## src/sv/lcfs_pkg.sv

```systemverilog
`timescale 1ns / 1ps

package lcfs_pkg;

  localparam int BYTE_W     = 8;
  localparam int POS_W      = 9;
  localparam int COUNT_W    = 32;
  localparam int CFG_IDX_W  = 2;
  localparam int CFG_DATA_W = 9;

  localparam logic [POS_W-1:0]  POS_HUNT   = 9'd0;
  localparam logic [POS_W-1:0]  POS_LENGTH = 9'd1;
  localparam logic [POS_W-1:0]  POS_CHECK  = 9'd2;
  localparam logic [POS_W-1:0]  HEADER_LEN = 9'd3;
  localparam logic [BYTE_W-1:0] COMPLEMENT_CHECK = 8'hFF;

  localparam logic [BYTE_W-1:0] START_BYTE_RESET    = 8'hAA;
  localparam logic [POS_W-1:0]  MIN_FRAME_LEN_RESET = 9'd12;

  typedef enum logic [CFG_IDX_W-1:0] {
    CFG_START_BYTE    = 2'd0,
    CFG_MIN_FRAME_LEN = 2'd1
  } cfg_reg_t;

  typedef struct packed {
    logic [BYTE_W-1:0]  frame_byte;
    logic [BYTE_W-1:0]  byte_index;
    logic               frame_last;
    logic [COUNT_W-1:0] garbled_count;
  } result_t;

endpackage

```

## src/sv/length_checked_frame_sync.sv

```systemverilog
`timescale 1ns / 1ps
// Byte-stream frame sync with length/complement header check.
//
// Input channel (in_valid/in_stall, rx_byte): one received byte per request.
// Output channel (out_valid/out_stall): frame_byte, byte_index, frame_last and
// the running garbled_count after the byte that produced the request.
// Config channel (cfg_valid/cfg_ready, cfg_index, cfg_data): cfg_ready is
// always high; index 0 is start_byte, 1 is min_frame_len, others are ignored.
//
// Each accepted byte updates the hunt state in the same cycle and loads its
// results into a four-entry output queue, so the first result shows in the
// cycle after acceptance. A verified header releases three results and input
// stalls while two or more results are waiting.
// With no output stall the block takes one byte per cycle in the frame body.
//
// Reset (rst, synchronous) empties the queue, returns to hunting, clears the
// garble counter and restores start_byte = 0xAA, min_frame_len = 12.
// When the receiver stalls, the head result holds and the queue fills; input
// stalls once it cannot hold another header's three results.
module length_checked_frame_sync #(
  parameter int MAX_FRAME_LEN = 256
) (
  input  logic                              clk,
  input  logic                              rst,
  input  logic                              in_valid,
  output logic                              in_stall,
  input  logic [lcfs_pkg::BYTE_W-1:0]       rx_byte,
  output logic                              out_valid,
  input  logic                              out_stall,
  output logic [lcfs_pkg::BYTE_W-1:0]       frame_byte,
  output logic [lcfs_pkg::BYTE_W-1:0]       byte_index,
  output logic                              frame_last,
  output logic [lcfs_pkg::COUNT_W-1:0]      garbled_count,
  input  logic                              cfg_valid,
  output logic                              cfg_ready,
  input  logic [lcfs_pkg::CFG_IDX_W-1:0]    cfg_index,
  input  logic [lcfs_pkg::CFG_DATA_W-1:0]   cfg_data
);
  import lcfs_pkg::*;

  localparam int QDEPTH = 4;
  localparam int QCNT_W = $clog2(QDEPTH + 1);
  localparam logic [POS_W:0] MAX_LEN = (POS_W + 1)'(MAX_FRAME_LEN);

  logic [BYTE_W-1:0]  start_byte;
  logic [POS_W-1:0]   min_frame_len;
  logic [POS_W-1:0]   position, position_next;
  logic [POS_W-1:0]   frame_length, frame_length_next;
  logic [BYTE_W-1:0]  length_byte, length_byte_next;
  logic [COUNT_W-1:0] garble_counter, garble_counter_next;

  result_t            queue [QDEPTH];
  result_t            queue_next [QDEPTH];
  logic [QCNT_W-1:0]  count, count_next;

  result_t            push_entry [3];
  logic [1:0]         push_n;
  logic               accept, pop;
  logic [QCNT_W-1:0]  base;
  logic [POS_W-1:0]   hdr_len;
  logic [POS_W-1:0]   pos_inc;
  logic               hdr_ok;

  assign cfg_ready = 1'b1;
  assign out_valid = (count != '0);
  assign in_stall  = (count > QCNT_W'(QDEPTH - 3));
  assign accept    = in_valid && !in_stall;
  assign pop       = out_valid && !out_stall;

  assign frame_byte    = queue[0].frame_byte;
  assign byte_index    = queue[0].byte_index;
  assign frame_last    = queue[0].frame_last;
  assign garbled_count = queue[0].garbled_count;

  assign hdr_len = {1'b0, length_byte} + HEADER_LEN;
  assign pos_inc = position + 9'd1;
  assign hdr_ok  = ((length_byte ^ rx_byte) == COMPLEMENT_CHECK) &&
                   (hdr_len >= min_frame_len) &&
                   ({1'b0, hdr_len} <= MAX_LEN);

  always_comb begin
    position_next       = position;
    frame_length_next   = frame_length;
    length_byte_next    = length_byte;
    garble_counter_next = garble_counter;
    push_n              = 2'd0;
    for (int k = 0; k < 3; k++) begin
      push_entry[k] = '0;
    end
    if (accept) begin
      case (position)
        POS_HUNT: begin
          if (rx_byte == start_byte) begin
            position_next = POS_LENGTH;
          end else begin
            garble_counter_next = garble_counter + 32'd1;
          end
        end
        POS_LENGTH: begin
          length_byte_next = rx_byte;
          position_next    = POS_CHECK;
        end
        POS_CHECK: begin
          frame_length_next = hdr_len;
          if (!hdr_ok) begin
            garble_counter_next = garble_counter + 32'(HEADER_LEN);
            position_next       = POS_HUNT;
          end else begin
            push_n        = 2'd3;
            position_next = (hdr_len <= HEADER_LEN) ? POS_HUNT : HEADER_LEN;
            push_entry[0] = '{start_byte, 8'd0, 1'b0, garble_counter};
            push_entry[1] = '{length_byte, 8'd1, 1'b0, garble_counter};
            push_entry[2] = '{rx_byte, 8'd2, (hdr_len <= HEADER_LEN), garble_counter};
          end
        end
        default: begin
          // frame body; the 9-bit wrap also ends the frame
          push_n        = 2'd1;
          push_entry[0] = '{rx_byte, position[BYTE_W-1:0], 1'b0, garble_counter};
          if (pos_inc >= frame_length || pos_inc == '0) begin
            push_entry[0].frame_last = 1'b1;
            position_next            = POS_HUNT;
          end else begin
            position_next = pos_inc;
          end
        end
      endcase
    end
  end

  always_comb begin
    base = count - QCNT_W'(pop);
    for (int i = 0; i < QDEPTH; i++) begin
      if (pop && i < QDEPTH - 1) begin
        queue_next[i] = queue[i + 1];
      end else begin
        queue_next[i] = queue[i];
      end
      for (int k = 0; k < 3; k++) begin
        if (k < int'(push_n) && (base + QCNT_W'(k)) == QCNT_W'(i)) begin
          queue_next[i] = push_entry[k];
        end
      end
    end
    count_next = base + QCNT_W'(push_n);
  end

  always_ff @(posedge clk) begin
    if (rst) begin
      start_byte     <= START_BYTE_RESET;
      min_frame_len  <= MIN_FRAME_LEN_RESET;
      position       <= POS_HUNT;
      frame_length   <= '0;
      length_byte    <= '0;
      garble_counter <= '0;
      count          <= '0;
    end else begin
      position       <= position_next;
      frame_length   <= frame_length_next;
      length_byte    <= length_byte_next;
      garble_counter <= garble_counter_next;
      count          <= count_next;
      if (cfg_valid && cfg_ready) begin
        case (cfg_index)
          CFG_START_BYTE:    start_byte    <= cfg_data[BYTE_W-1:0];
          CFG_MIN_FRAME_LEN: min_frame_len <= cfg_data[POS_W-1:0];
          default: ;
        endcase
      end
    end
  end

  always_ff @(posedge clk) begin
    for (int i = 0; i < QDEPTH; i++) begin
      queue[i] <= queue_next[i];
    end
  end

endmodule

```

## config.mk

```make
export PLATFORM = sky130hd
export DESIGN_NAME = length_checked_frame_sync
export DESIGN_NICKNAME = d
export VERILOG_FILES = /design/src/sv/lcfs_pkg.sv /design/src/sv/length_checked_frame_sync.sv
export SDC_FILE = /design/constraint.sdc
export NUM_CORES = 1
export LEC_CHECK = 0
export ABC_AREA = 1
export BUFFER_PORTS_ARGS = -buffer_cell sky130_fd_sc_hd__buf_2
export CAP_MARGIN = 30
export CORE_MARGIN = 2
export CORE_UTILIZATION = 50
export CTS_CLUSTER_SIZE = 24
export DETAILED_ROUTE_END_ITERATION = 16
export HOLD_SLACK_MARGIN = 0.08
export MAX_ROUTING_LAYER = met4
export PLACE_DENSITY = 0.75
export SETUP_SLACK_MARGIN = 0.2
export SLEW_MARGIN = 20
export SYNTH_ARGS = -nofsm -noshare
export SYNTH_HDL_FRONTEND = slang
export SYNTH_SLANG_ARGS = --single-unit
```

## constraint.sdc

```tcl
create_clock -name clk -period 12.7 [get_ports clk]
set_clock_uncertainty 0.05 [all_clocks]
set_input_delay 3.81 -clock clk [delete_from_list [all_inputs] [get_ports clk]]
set_output_delay 3.81 -clock clk [all_outputs]
set_load 0.1 [all_outputs]
```

Yosys cells after proc, flatten, opt, wreduce, memory -nomap -nowiden

Memory sizes are Yosys's and may differ from the RTL's.
Cells that the tools add are included.

Register bits after elaboration: 78
Memories kept: 1
Memory bits (writable): 196
Logic and storage cells: 107

Memory list:

| name  | depth | bits a word | read ports | clocked after Yosys merged registers in | write ports | RTL line                        | text |
|---|---|---|---|---|---|---|---|
| queue | 4     | 49          | 4          | 0                                       | 4           | length_checked_frame_sync.sv:52 | `result_t queue [QDEPTH];` |

Reduce and logical (&&, ||, !) cells: 34
Add/sub/neg operators: 8
Bitwise operators: 1
Multiplexer cells: 31
Order comparisons: 8
Equality and inequality tests: 17

Operators with widths:

| cell                    | number |
|---|---|
| $mux W49                | 15 |
| $mux W147               | 2 |
| $mux W98                | 1 |
| $pmux W49 S2            | 1 |
| $mux W32                | 2 |
| $pmux W32 S2            | 1 |
| $add A32 B1 Y32 const B | 1 |
| $add A32 B2 Y32 const B | 1 |
| $pmux W9 S3             | 1 |
| $eq A3 B2 Y1 const B    | 6 |
| $ge A9 B9 Y1            | 2 |
| $logic_not A9 Y1        | 2 |
| $mux W9                 | 2 |
| $logic_and A1 B1 Y1     | 16 |
| $reduce_and A2 Y1       | 5 |
| $add A8 B2 Y9 const B   | 1 |
| $add A9 B1 Y9 const B   | 1 |
| $eq A3 B1 Y1 const B    | 3 |
| $eq A9 B1 Y1 const B    | 1 |
| $eq A9 B2 Y1 const B    | 1 |
| $le A9 B2 Y1 const B    | 1 |
| $le A9 B9 Y1 const B    | 1 |
| $logic_not A3 Y1        | 3 |
| $eq A8 B8 Y1            | 1 |
| other kinds (21)        | 28 |

Depth between registers and ports, before layout

Depth in word-level cells: 12
Depth in mapped cells: 27
Gate-level depth less buffers: 24

Worst setup path after synthesis

Ideal clock, no wire load.

Kind: in2reg
Start point: input out_stall
End point: memory queue[1][0] in the netlist's numbering (enable)
Path slack: 5058 ps
Cell stages on the path: 11
Buffers on the path: 2
Arrival: 6941 ps
Required time: 11999 ps
Cells stage by stage: a31oi_1 > clkbuf_1 > ha_1 > ha_1 > nor2_1 > ha_1 > inv_1 > nor3_2 > nor2_1 > clkbuf_1 > nand3_1

RTL lines:

| element         | RTL line                        | text |
|---|---|---|
| start, declared | length_checked_frame_sync.sv:29 | `input logic out_stall,` |
| end, declared   | length_checked_frame_sync.sv:52 |  |

==> flow_summary.yaml <==
cts:
  cts.clk_slew.worst_paths_ns: 0.06
  cts.path.max_buffers: 3
  cts_setup_buffers: 0
  clock_tree.root_cell: "clkbuf_16"
  clk_latency_ns: 0.57
  cts_resized: 0
  cts_tree: "built"
  htree_num_levels: 1
  cts_sinks: 274
  hold_buffers: 0
  cts-buffers-inserted: 31
route:
  ant_nets: 0
  drtIter0Drc: 1580
  finalWirelength_mm: 40.19
  drtPass1Iterations: 6
  vias: 13540
  avgRoutedWirePerCell_um: 16.17
  post-route-drc-count: 0
  vias_per_cell: 5.446
sta:
  rsz0062_at_grt: "false"
  hold_slack_ns: 0.3981
  worst_slew_pin_slew_ns: 0.9782
  finalHoldViolations: 0
  finalCritPeriodShare: 0.5638
  min_period_ns: 7.160
  setup_violations: 0
  tns_ns: 0
  slew-limit-headroom: 0.3443
  clock.fmax_mhz: 139.7
  drv_slew: 0
placed_design:
  port_buffers: 74
  place_congestion: 0.8866
  placedInstanceArea_um2: 15980
  place_inst: 2425
  dpl.hpwl_mm: 28.87
hold_path:
  min_path_type: "reg2reg"
  whs_path_depth: 2
setup_path:
  crit_family: "simple AND/OR/NAND/NOR gates"
  path_depth: 15
  path_cells: "buf_2, inv_1, nand2_1, nand4_1, nor2_1, nand3_1, nor2_4, nand3_4, nand2_1, nand2_2, buf_4, inv_1, nand2_1, nand3_1, o21ai_0"
  slowest_stage: "nand2_1"
  end_kind: "flop"
  critPathKind: "in2reg"
  slowest_delay_ns: 0.72
  crit_required_ns: 12.92
  path_common_cell: "nand2_1"
  ff2ff_path_depth: 18
  critical_path_arrival_ns: 7.38
  cp-start-kind: "primary input"
  path_buf_inv: 4
  cp_max_fo: 79
pwr:
  totalPowerFinal_mw: 3.219
  ir_drop_mv: 0.1479
  powerDensity_nw_per_um2: 188.7
  cellLeakagePower_nw: 7.492
layout:
  num-nets-final: 2121
  area_growth_pct: 9.785
  final_cell_area_um2: 17060
  fin_cells: 2486
  drive_gt1_frac: 0.09191
floorplanning:
  die_h_um: 180.3
  core_um2: 30590
  placementRows: 64
  start_util: 0.5079
  die_w_um: 180.3
  io-pin-count: 76
  die_area_um2: 32500
grt:
  groute.usage.overall: 0.2483
  antenna_found_initial: 1
  grt_max_degree: 82
  grt_pass1_wl_mm: 64.60
  grt-ovfl-total: 0
  grt_pass1_vias: 12190
synthesis:
  yosysTopAreaCellShare: 0.3247
  syn_nets: 2111
  seq_area_frac_synth: 0.4613
  ys_warn_count: 0
  synth_cell_types: 43
  syn_area_um2: 15540
  synth_area_leader_cell: "edfxtp_1"
  synthTopCellsByArea: "edfxtp_1 32%, dfxtp_1 14%, nand2_1 13%"
  syn_area_per_cell_um2: 7.564
  syn_inst: 2054
  ys_ff_latch: 274
run:
  drv_cap: 0
run_status:
  status: "completed"
[metrics by stage]
step	setup WS, ns	util
finish	5.540	0.5576
floorplan	5.058	-
detailed placement	4.824	0.5224
global placement	4.986	0.5222
global route	5.183	0.5576
CTS	5.389	0.5557
[cell families (layout without fill, tap and decap cells)]
family          count (synthesis)  in the layout  share of synthesized area
xor+xnor                       35             35                    0.01973
simple gates                  913            913                     0.2500
flops                         274            274                     0.4613
fa+ha+maj                      33             33                    0.02754
other cells                     1              2                  0.0002414
buf+inv                       395            430                     0.1052
compound gates                403            403                     0.1360
[worst min-delay path, cell delays in order (launching register included)]
cell     delay [ns]
dfxtp_1        0.31
nand2_1        0.06
nand2_1        0.04
[cell usage in the layout (no fill, tap or decap), types with 41 or more instances in the layout]
master    instances
nand2_1         530
nand4_1          41
inv_1           265
buf_2            74
edfxtp_1        168
o21ai_0         179
nand3_1         122
nor2_1          146
a21oi_1         151
dfxtp_1         106
o21ai_1          43
[state kept, by name, summed over array words and instances, names as in the netlist]
register        flops
count               3
frame_length        9
garble_counter     32
length_byte         8
min_frame_len       9
position            9
queue             196
start_byte          8
[per-layer routing]
metal / global-route usage / part of all wire / vias to the layer above
li1: - / - / 6750
met1: 0.3712 / 0.47 / 6090
met2: 0.3495 / 0.42 / 641
met3: 0.04244 / 0.096 / 58
met4: 0.05968 / 0.019 / 0
met5: - / 0 / -
[power breakdown]
part	internal [mW]	leakage, nW	total, mW	switching, mW
Clock	0.522	0.505	0.888	0.366
Combinational	0.219	4.47	1.09	0.867
Sequential	1.19	2.51	1.25	0.0595
Total	1.93	7.49	3.22	1.29
[synthesized netlist by cell type]
cell type / instances
a21oi_2: 8
nor3_4: 1
edfxtp_1: 168
nand2_4: 1
a31oi_1: 1
a211oi_1: 1
buf_1: 1
buf_2: 31
o21ai_1: 43
a21o_1: 1
clkbuf_1: 62
nand2_1: 532
inv_1: 265
o21ai_0: 179
and2_1: 1
nor2_4: 5
o22ai_1: 7
nor2_1: 147
buf_6: 10
nor3_2: 2
nand3_1: 124
nor3_1: 36
dfxtp_1: 106
nand3_4: 1
fa_1: 2
nand4_1: 41
inv_2: 13
nor4_1: 5
or2_2: 1
nand3_2: 1
nand3b_1: 2
a21oi_1: 151
xor2_1: 35
o22ai_2: 4
buf_4: 10
conb_1: 1
clkinv_1: 3
nand2_2: 3
o311ai_0: 1
nor3b_1: 5
o211ai_1: 7
ha_1: 31
nor2_2: 5
[path summary, 6_finish.rpt]
kind,startpoint,to,slack [ns]
max,rx_byte[3],queue[0][11],5.54
min,queue[0][36],queue[0][36],0.40
max reg2reg,length_byte[0],queue[1][34],6.81
min reg2reg,queue[0][36],queue[0][36],0.40
[final cells by class]
| cell class | count | area, µm² |
|---|---|---|
| Clock inverter | 12 | 95.09 |
| Antenna cell | 1 | 2.502 |
| Fill cell | 2782 | 13530 |
| Timing Repair Buffer | 91 | 538.0 |
| Sequential cell | 274 | 7167 |
| Tap cell | 396 | 495.5 |
| Inverter | 281 | 1055 |
| Multi-Input combinational cell | 1385 | 6780 |
| Clock buffer | 46 | 923.4 |
(Power assumes the default switching activity.)
